--- src/rtl/core/radix_string_converter_assert.svh ---
// ----------------------------------------------------------------------------
// radix string converter assertion macros
// shared concurrent assertion forms, sampled on clk and masked during rst
// ----------------------------------------------------------------------------
`ifndef RADIX_STRING_CONVERTER_ASSERT_SVH
`define RADIX_STRING_CONVERTER_ASSERT_SVH

// same-cycle implication
`define RSC_ASSERT_NOW(lbl, ante, cons, msg) \
  lbl: assert property (@(posedge clk) disable iff (rst) (ante) |-> (cons)) else $error(msg);

// next-cycle implication
`define RSC_ASSERT_NEXT(lbl, ante, cons, msg) \
  lbl: assert property (@(posedge clk) disable iff (rst) (ante) |=> (cons)) else $error(msg);

`endif

--- src/rtl/core/rsc_pkg.sv ---
// ----------------------------------------------------------------------------
// rsc_pkg
// payload types and fixed constants of the radix string converter
// ----------------------------------------------------------------------------
package rsc_pkg;

  localparam int VAL_W  = 32;
  localparam int CHAR_W = 8;
  localparam int LEN_W  = 8;
  // length compares need room for a depth of 256
  localparam int LEN_CMP_W = 9;

  // divider: quotient bits resolved per cycle
  localparam int DIV_BITS   = 4;
  localparam int DIV_CYCLES = VAL_W / DIV_BITS;
  localparam int DIV_CNT_W  = $clog2(DIV_CYCLES);

  localparam logic [CHAR_W-1:0] CH_MINUS   = 8'd45;
  localparam logic [CHAR_W-1:0] CH_PLUS    = 8'd43;
  localparam logic [CHAR_W-1:0] CH_LOWEST  = 8'd32;
  localparam logic [CHAR_W-1:0] CH_HIGHEST = 8'd126;

  localparam logic FUNC_LOAD    = 1'b0;
  localparam logic FUNC_CONVERT = 1'b1;

  typedef struct packed {
    logic              func;
    logic [6:0]        entry_index;
    logic [7:0]        entry_char;
    logic signed [31:0] value;
  } req_t;

  typedef struct packed {
    logic [7:0] char_code;
    logic       last;
    logic       base_invalid;
  } rsp_t;

  typedef struct packed {
    logic [VAL_W-1:0]  quotient;
    logic [LEN_W-1:0]  remainder;
  } div_result_t;

endpackage

--- src/rtl/core/rsc_divider.sv ---
// ----------------------------------------------------------------------------
// rsc_divider
// iterative 32 by 8 bit unsigned divider, restoring, DIV_BITS quotient bits per cycle
// ----------------------------------------------------------------------------
module rsc_divider (
  input  logic                       clk,
  input  logic                       rst,
  input  logic                       start,
  input  logic [rsc_pkg::VAL_W-1:0]  dividend,
  input  logic [rsc_pkg::LEN_W-1:0]  divisor,
  output logic                       done,
  output rsc_pkg::div_result_t       result
);

  logic                          busy;
  logic [rsc_pkg::DIV_CNT_W-1:0] step;
  logic [rsc_pkg::VAL_W-1:0]     acc;
  logic [rsc_pkg::LEN_W-1:0]     rem;

  logic [rsc_pkg::VAL_W-1:0]     acc_next;
  logic [rsc_pkg::LEN_W-1:0]     rem_next;
  logic [rsc_pkg::LEN_W:0]       trial;

  // shift-subtract steps, quotient bits enter acc from the bottom
  always_comb begin
    acc_next = acc;
    rem_next = rem;
    trial    = '0;
    for (int k = 0; k < rsc_pkg::DIV_BITS; k++) begin
      trial    = {rem_next, acc_next[rsc_pkg::VAL_W-1]};
      acc_next = {acc_next[rsc_pkg::VAL_W-2:0], 1'b0};
      if (trial >= {1'b0, divisor}) begin
        rem_next    = rsc_pkg::LEN_W'(trial - {1'b0, divisor});
        acc_next[0] = 1'b1;
      end else begin
        rem_next = trial[rsc_pkg::LEN_W-1:0];
      end
    end
  end

  always_ff @(posedge clk) begin
    if (rst) begin
      busy <= 1'b0;
      done <= 1'b0;
      step <= '0;
    end else if (start) begin
      busy <= 1'b1;
      done <= 1'b0;
      step <= '0;
    end else if (busy) begin
      step <= step + 1'b1;
      if (step == rsc_pkg::DIV_CNT_W'(rsc_pkg::DIV_CYCLES - 1)) begin
        busy <= 1'b0;
        done <= 1'b1;
      end
    end else begin
      done <= 1'b0;
    end
  end

  always_ff @(posedge clk) begin
    if (start) begin
      acc <= dividend;
      rem <= '0;
    end else if (busy) begin
      acc <= acc_next;
      rem <= rem_next;
    end
  end

  assign result.quotient  = acc;
  assign result.remainder = rem;

endmodule

--- src/rtl/core/radix_string_converter.sv ---
// ----------------------------------------------------------------------------
// radix_string_converter
// signed 32-bit integer to character string in a loadable digit alphabet
// ----------------------------------------------------------------------------
// usage
//   cfg_wr_en/cfg_wr_data set the alphabet length (the radix); write it only
//   while the block is idle. requests arrive on req_valid/req_ready/req_data.
//   a load request writes one alphabet entry and gives nothing.
//   a convert request checks the alphabet (a read and a test state per entry,
//   one shared range, sign-character and duplicate test against a bitmap of
//   codes seen), then divides the magnitude by the radix in the shared
//   divider, with a start and a wait state of hand-over per digit, then
//   streams '-' if negative and the digits, most significant first, on
//   rsp_valid/rsp_ready/rsp_data, each through a digit buffer read, an
//   alphabet read and an output state.
//   a failed check gives one result with base_invalid and last set.
//   req_ready is low until the last character is in the output register.
//   a stalled receiver holds the output register and the sequencer waits.
//   reset clears the length and the control state; alphabet contents stay
//   undefined until loaded.
// ----------------------------------------------------------------------------
module radix_string_converter #(
  parameter int ALPHABET_DEPTH = 128,
  parameter int DIGIT_SLOTS    = 32
) (
  input  logic                       clk,
  input  logic                       rst,
  // configuration
  input  logic                       cfg_wr_en,
  input  logic [rsc_pkg::LEN_W-1:0]  cfg_wr_data,
  // request channel
  input  logic                       req_valid,
  output logic                       req_ready,
  input  rsc_pkg::req_t              req_data,
  // result channel
  output logic                       rsp_valid,
  input  logic                       rsp_ready,
  output rsc_pkg::rsp_t              rsp_data
);

  // alphabet address, alphabet counter, digit buffer address and digit count
  localparam int AW = $clog2(ALPHABET_DEPTH);
  localparam int LW = $clog2(ALPHABET_DEPTH + 1);
  localparam int BW = $clog2(DIGIT_SLOTS);
  localparam int CW = $clog2(DIGIT_SLOTS + 1);

  localparam logic [3:0] ST_IDLE       = 4'd0;
  localparam logic [3:0] ST_CHK_RD     = 4'd1;
  localparam logic [3:0] ST_CHK_TEST   = 4'd2;
  localparam logic [3:0] ST_BAD        = 4'd3;
  localparam logic [3:0] ST_DIV_GO     = 4'd4;
  localparam logic [3:0] ST_DIV_WAIT   = 4'd5;
  localparam logic [3:0] ST_SIGN       = 4'd6;
  localparam logic [3:0] ST_EMIT_RD    = 4'd7;
  localparam logic [3:0] ST_EMIT_ALPHA = 4'd8;
  localparam logic [3:0] ST_EMIT_OUT   = 4'd9;

  logic [3:0]                   state;
  logic [rsc_pkg::LEN_W-1:0]    alphabet_length;
  logic                         negative;
  logic [rsc_pkg::VAL_W-1:0]    magnitude;
  logic [LW-1:0]                chk_idx;
  logic [127:0]                 seen;
  logic [CW-1:0]                cnt;
  logic [rsc_pkg::CHAR_W-1:0]   alpha_q;
  logic [AW-1:0]                dbuf_q;

  // alphabet store and digit buffer
  logic [rsc_pkg::CHAR_W-1:0]   alphabet [ALPHABET_DEPTH];
  logic [AW-1:0]                dbuf [DIGIT_SLOTS];

  logic                         req_fire;
  logic                         rsp_free;
  logic                         rsp_load;
  logic                         load_ok;
  logic                         len_bad;
  logic [LW-1:0]                chk_idx_next;
  logic                         char_bad;
  logic [CW-1:0]                cnt_next;
  logic [CW-1:0]                cnt_dec;
  logic [AW-1:0]                alpha_raddr;
  logic                         alpha_rd;
  logic [rsc_pkg::VAL_W-1:0]    raw;

  // shared divider interface
  logic                         div_start;
  logic                         div_done;
  rsc_pkg::div_result_t         div_res;

  assign req_ready = (state == ST_IDLE);
  assign req_fire  = req_valid && req_ready;
  // output register may take a new character
  assign rsp_free  = !rsp_valid || rsp_ready;
  // the sequencer places a character in the output register
  assign rsp_load  = rsp_free && ((state == ST_BAD) || (state == ST_EMIT_OUT) ||
                                  (state == ST_SIGN && negative));

  assign load_ok = (32'(req_data.entry_index) < ALPHABET_DEPTH);
  assign len_bad = (alphabet_length < rsc_pkg::LEN_W'(2)) ||
                   (rsc_pkg::LEN_CMP_W'(alphabet_length) >
                    rsc_pkg::LEN_CMP_W'(ALPHABET_DEPTH));

  assign chk_idx_next = chk_idx + 1'b1;
  // range, sign characters and repeats, checked entry by entry
  assign char_bad = (alpha_q == rsc_pkg::CH_MINUS) || (alpha_q == rsc_pkg::CH_PLUS) ||
                    (alpha_q < rsc_pkg::CH_LOWEST) || (alpha_q > rsc_pkg::CH_HIGHEST) ||
                    seen[alpha_q[6:0]];

  assign cnt_next = cnt + 1'b1;
  assign cnt_dec  = cnt - 1'b1;

  assign raw = $unsigned(req_data.value);

  // one read port: validation walks the entries, emission looks up digits
  assign alpha_raddr = (state == ST_CHK_RD) ? chk_idx[AW-1:0] : dbuf_q;
  assign alpha_rd    = (state == ST_CHK_RD) || (state == ST_EMIT_ALPHA);

  assign div_start = (state == ST_DIV_GO);

  rsc_divider u_div (
    .clk      (clk),
    .rst      (rst),
    .start    (div_start),
    .dividend (magnitude),
    .divisor  (alphabet_length),
    .done     (div_done),
    .result   (div_res)
  );

  // alphabet memory
  always_ff @(posedge clk) begin
    if (req_fire && req_data.func == rsc_pkg::FUNC_LOAD && load_ok) begin
      alphabet[AW'(req_data.entry_index)] <= req_data.entry_char;
    end
    if (alpha_rd) begin
      alpha_q <= alphabet[alpha_raddr];
    end
  end

  // digit buffer, least significant digit first
  always_ff @(posedge clk) begin
    if (state == ST_DIV_WAIT && div_done) begin
      dbuf[BW'(cnt)] <= div_res.remainder[AW-1:0];
    end
    if (state == ST_EMIT_RD) begin
      dbuf_q <= dbuf[BW'(cnt_dec)];
    end
  end

  // configuration register
  always_ff @(posedge clk) begin
    if (rst) begin
      alphabet_length <= '0;
    end else if (cfg_wr_en) begin
      alphabet_length <= cfg_wr_data;
    end
  end

  // sequencer
  always_ff @(posedge clk) begin
    if (rst) begin
      state     <= ST_IDLE;
      rsp_valid <= 1'b0;
      magnitude <= '0;
      negative  <= 1'b0;
      chk_idx   <= '0;
      cnt       <= '0;
      seen      <= '0;
    end else begin
      if (rsp_load) begin
        rsp_valid <= 1'b1;
      end else if (rsp_ready) begin
        rsp_valid <= 1'b0;
      end
      case (state)
        ST_IDLE: begin
          if (req_fire && req_data.func == rsc_pkg::FUNC_CONVERT) begin
            negative  <= raw[rsc_pkg::VAL_W-1];
            magnitude <= raw[rsc_pkg::VAL_W-1] ? (rsc_pkg::VAL_W'(0) - raw) : raw;
            cnt       <= '0;
            chk_idx   <= '0;
            seen      <= '0;
            state     <= len_bad ? ST_BAD : ST_CHK_RD;
          end
        end
        ST_CHK_RD: begin
          state <= ST_CHK_TEST;
        end
        ST_CHK_TEST: begin
          if (char_bad) begin
            state <= ST_BAD;
          end else begin
            seen[alpha_q[6:0]] <= 1'b1;
            chk_idx            <= chk_idx_next;
            if (rsc_pkg::LEN_CMP_W'(chk_idx_next) ==
                rsc_pkg::LEN_CMP_W'(alphabet_length)) begin
              state <= ST_DIV_GO;
            end else begin
              state <= ST_CHK_RD;
            end
          end
        end
        ST_BAD: begin
          if (rsp_free) begin
            rsp_data.char_code     <= '0;
            rsp_data.last          <= 1'b1;
            rsp_data.base_invalid  <= 1'b1;
            state                  <= ST_IDLE;
          end
        end
        ST_DIV_GO: begin
          state <= ST_DIV_WAIT;
        end
        ST_DIV_WAIT: begin
          if (div_done) begin
            magnitude <= div_res.quotient;
            cnt       <= cnt_next;
            if (div_res.quotient != '0 && 32'(cnt_next) < DIGIT_SLOTS) begin
              state <= ST_DIV_GO;
            end else begin
              state <= ST_SIGN;
            end
          end
        end
        ST_SIGN: begin
          if (!negative) begin
            state <= ST_EMIT_RD;
          end else if (rsp_free) begin
            rsp_data.char_code     <= rsc_pkg::CH_MINUS;
            rsp_data.last          <= 1'b0;
            rsp_data.base_invalid  <= 1'b0;
            state                  <= ST_EMIT_RD;
          end
        end
        ST_EMIT_RD: begin
          cnt   <= cnt_dec;
          state <= ST_EMIT_ALPHA;
        end
        ST_EMIT_ALPHA: begin
          state <= ST_EMIT_OUT;
        end
        ST_EMIT_OUT: begin
          if (rsp_free) begin
            rsp_data.char_code     <= alpha_q;
            rsp_data.last          <= (cnt == '0);
            rsp_data.base_invalid  <= 1'b0;
            state                  <= (cnt == '0) ? ST_IDLE : ST_EMIT_RD;
          end
        end
        default: begin
          state <= ST_IDLE;
        end
      endcase
    end
  end

`include "radix_string_converter_assert.svh"

  // a flagged result is always alone and carries no character
  `RSC_ASSERT_NOW(a_bad_alone, rsp_valid && rsp_data.base_invalid, rsp_data.last && rsp_data.char_code == '0, "invalid result not a lone empty last")
  // the divider only finishes while the sequencer waits on it
  `RSC_ASSERT_NOW(a_div_owned, div_done, state == ST_DIV_WAIT, "divider done outside wait state")
  // the digit count stays within the buffer
  `RSC_ASSERT_NOW(a_cnt_range, 1'b1, 32'(cnt) <= DIGIT_SLOTS, "digit count beyond buffer")
  // a convert request always starts work
  `RSC_ASSERT_NEXT(a_conv_busy, req_fire && req_data.func == rsc_pkg::FUNC_CONVERT, state != ST_IDLE, "convert request left block idle")

endmodule
--- config.mk ---
export PLATFORM = sky130hd
export DESIGN_NAME = radix_string_converter
export DESIGN_NICKNAME = d
export VERILOG_FILES = /design/src/rtl/core/rsc_pkg.sv /design/src/rtl/core/rsc_divider.sv /design/src/rtl/core/radix_string_converter.sv
export VERILOG_INCLUDE_DIRS = /design/src /design/src/rtl/core
export SDC_FILE = /design/constraint.sdc
export NUM_CORES = 2
export LEC_CHECK = 0
export BUFFER_PORTS_ARGS = -buffer_cell sky130_fd_sc_hd__buf_2
export CAP_MARGIN = 20
export CORE_ASPECT_RATIO = 0.8
export CORE_MARGIN = 2
export CORE_UTILIZATION = 40
export DETAILED_ROUTE_END_ITERATION = 6
export PLACE_DENSITY = 0.64
export SETUP_SLACK_MARGIN = 0.4
export SYNTH_ARGS = -nofsm -noshare
export SYNTH_HDL_FRONTEND = slang
export SYNTH_HIERARCHICAL = 1
export SYNTH_SLANG_ARGS = --single-unit
--- constraint.sdc ---
create_clock -name clk -period 15.8 [get_ports clk]
set_input_delay 1.58 -clock clk [delete_from_list [all_inputs] [get_ports clk]]
set_output_delay 1.58 -clock clk [all_outputs]
set_load 0.005 [all_outputs]
==> results.txt <==
CTS Sinks - 1474
Worst r2r path cells - 32
Largest net degree at the start of global routing - 98
Tightest Pin Transition - 1.18 ns
Post_cts resized - 0
Clock skew - 0.0584 ns
Ys async rst share - 0%
Gr usage total - 19.9%
Crit. End Element - flip-flop
Clock latency on the worst-skew pair - 0.79 ns
Setup Slack @ Placement - 5.72 ns
Crit-path max FO - 9
Root Driver - clkbuf_16
Buf/Inv on CP - 1
CP Depth - 32
Post-synthesis sequential area ratio - 69.4%
Status - finished clean
Fillers - 13200
Starting Density - 40.3%
Post-cts hold buffer count - 0
Initial antenna violation count - 6
WP data required - 16.30 ns
Post-Layout Inst Area - 0.0686 mm^2
Mux share of post-synthesis cell area - 11.6%
I/O pins - 73
Top FF cell, synth - edfxtp_1
Syn_nets - 4070
Clk pin slew, worst setup/hold paths - 0.06 ns
Mean Syn Cell Area - 15.5 um^2
Crit path max-delay family - compound AO/OA/AOI/OAI gates
Grt ovf - 0
Slew Limit Fails - 0
GRT Max-Usage Layer - met1
Post CTS Setup Buffer Count - 0
Hold_sp - seen[72]
Share of layout cells above drive strength 1 - 17.3%
Detailed Route Iter0 Violations - 4690
Detail Placement HPWL - 96600 um
CP max-delay cell - a311oi_4
Die area - 0.157 mm^2
R2r setup slk - 6.16 ns
Number of hold violations in the final report - 0
RSZ-0062 raised after global routing - false
Die height - 354 um
CP max stage delay - 0.54 ns
Count of flip-flops with a built-in enable after synthesis - 1305
Layout Utilization - 45.1%
Setup WS post-layout - 6.16 ns
#FFs+latches synth - 1474
Synth warn - 6
Clock Tree Buf Depth - 3
Max Freq - 0.104 GHz
Number of I/O port buffers - 72
DR vias/cell - 5.87
Hold Path Class - reg2reg
Number of global-route vias before repair - 35100
Drt total wl - 157000 um
Compound-cell area share of the yosys netlist - 6.03%
Yosys cell types - 82
Area after DPL - 0.0638 mm^2
GPL Wtd Cong - 0.842
Worst r2r src - alphabet_length[4]
Min-Delay Endpoint - seen[72]
Row cnt - 128
Leakage - 21.8 nW
First-pass GRT wire length - 235000 um
Final ANT Viol Nets - 0
Peak VDD IR - 0.291 mV
Nets - 4137
Xor/xnor share of the synthesized area - 0.942%
Final period utilization - 61.0%
CP Launch Type - flip-flop
Tmin final - 9.64 ns
Post-Syn Area - 0.0614 mm^2
Slew headroom - 21.6%
Max Cap Violations - 0
Met2 usage - 29.3%
Critical path start-end classification - reg2reg
Hold Path Stages - 2
Most frequent cells in the layout - edfxtp_1, nand2_1, nor2_1, mux4_2, nand3_1
Max H-tree Level - 4
Die width - 442 um
Total CTS buffers - 148
Drt pass-1 iters - 6
Simple-gate share of the synthesized area - 8.97%
CORE AREA - 0.152 mm^2
Drc violations - 0
Design Power - 11.7 mW
Via count - 36200
GRT met1 Usage - 29.5%
FF-to-FF End - u_div/acc[0]
Mapped Cells - 3965
Worst Path Arrival - 10.15 ns
Routed WL per cell - 25.5 um
Commonest non-fill, non-tap cell in the layout - edfxtp_1
Setup tns final - 0 ns
CTS tree - done
M3 GR Usage - 3.98%
Area added between synthesis and finish - 11.8%
Main combinational cell family by area after synthesis - multiplexers
Finish-stage setup viols - 0
Cell area power density - 170 mW/mm^2
Synth Area in Adders - 0.946%
## layer usage
layer / vias up / part of all wire [%]
met5: - / 0.011
met4: 2 / 3.0
met3: 301 / 8.9
met2: 1681 / 44
met1: 18500 / 44
li1: 15700 / -
## worst max path at each step
stage	from	endpoint	slack, ns
after global placement	u_div/rem[3]	u_div/acc[0]	5.87
after floorplan	u_div/rem[3]	u_div/acc[0]	7.72
after CTS	u_div/rem[3]	u_div/acc[0]	5.68
after global routing	alphabet_length[4]	u_div/acc[0]	5.34
final	alphabet_length[4]	u_div/acc[0]	6.16
after detailed placement	u_div/rem[3]	u_div/acc[0]	5.72
## per-stage QoR
step | hold WS, ns | cells
floorplan | 0.417 | 3965
global placement | 0.430 | 5890
detailed placement | 0.439 | 5892
CTS | 0.447 | 6160
global route | 0.463 | 6166
finish | 0.448 | 6166
## cells in the mapped netlist (8+ instances only)
cell type  number  area, um^2
nand2_1       442        1660
a22oi_1        22         165
nand2b_1       22         138
nor4_1         19         119
buf_2          50         250
buf_6          14         158
a311oi_1       11        96.3
a21oi_1        84         420
xor2_1         38         333
nand4_1        59         369
and2_1         15        93.8
a31oi_1        25         156
o211ai_1        8        60.1
o21ai_1        11        55.1
a221oi_1       16         140
a21o_1         12        90.1
nor2b_1        28         175
mux2i_1        83         831
dfxtp_1       169        3380
o31ai_1        16         120
ha_1           40         500
o22ai_1        22         138
buf_1          13        48.8
a32o_1         70         701
o21ai_0        61         305
a32oi_1        44         385
nor3b_1         8        60.1
nand3_1       175         876
inv_1          40         150
clkbuf_1      131         492
buf_4          26         195
nor2_1        318        1190
xnor2_1        28         245
nor3_1         50         250
edfxtp_1     1305       39200
a211oi_1       34         255
o41ai_1         9        78.8
mux4_2        245        5520
and3_1         27         169
mux2_2         66         743
## logic make-up (layout without fill, tap and decap cells)
logic type / count (synthesis) / count (layout)
mux: 397 / 397
simple gates: 1212 / 1212
compound gates: 497 / 497
xor+xnor: 66 / 66
fa+ha+maj: 44 / 44
other cells: 0 / 1
buf+inv: 275 / 460
flops: 1474 / 1474
## worst min-delay path, delay by kind of cell (launching register included)
family / cells / cell delay (ns)
flops: 1 / 0.31
simple gates: 1 / 0.05
compound gates: 1 / 0.05
## where the power goes
part | leakage (nW) | total [mW] | internal, mW | switching (mW)
Combinational | 6.43 | 3.84 | 1.44 | 2.40
Clock | 2.26 | 3.39 | 1.86 | 1.53
Sequential | 13.1 | 4.44 | 4.38 | 0.0644
## final cells by class
| class | instances | area [um^2] | area share, % |
|---|---|---|---|
| Timing Repair Buffer | 151 | 1080 | 1.57 |
| Tap cell | 2015 | 2520 | 3.67 |
| Inverter | 41 | 154 | 0.224 |
| Multi-Input combinational cell | 2216 | 17600 | 25.7 |
| Clock inverter | 86 | 800 | 1.17 |
| Antenna cell | 1 | 2.50 | 0.00365 |
| Clock buffer | 182 | 3870 | 5.64 |
| Sequential cell | 1474 | 42600 | 62.0 |
## state kept, by name (all words and copies together) (netlist names)
register	count
alphabet	1024
dbuf	224
seen	96
magnitude	32
u_div/acc	32
rsp_data	10
alpha_q	8
alphabet_length	8
chk_idx	8
u_div/rem	8
dbuf_q	7
cnt	6
state	4
u_div/step	3
negative	1
rsp_valid	1
u_div/busy	1
u_div/done	1
Note: power is estimated with default switching activity, not from simulation.
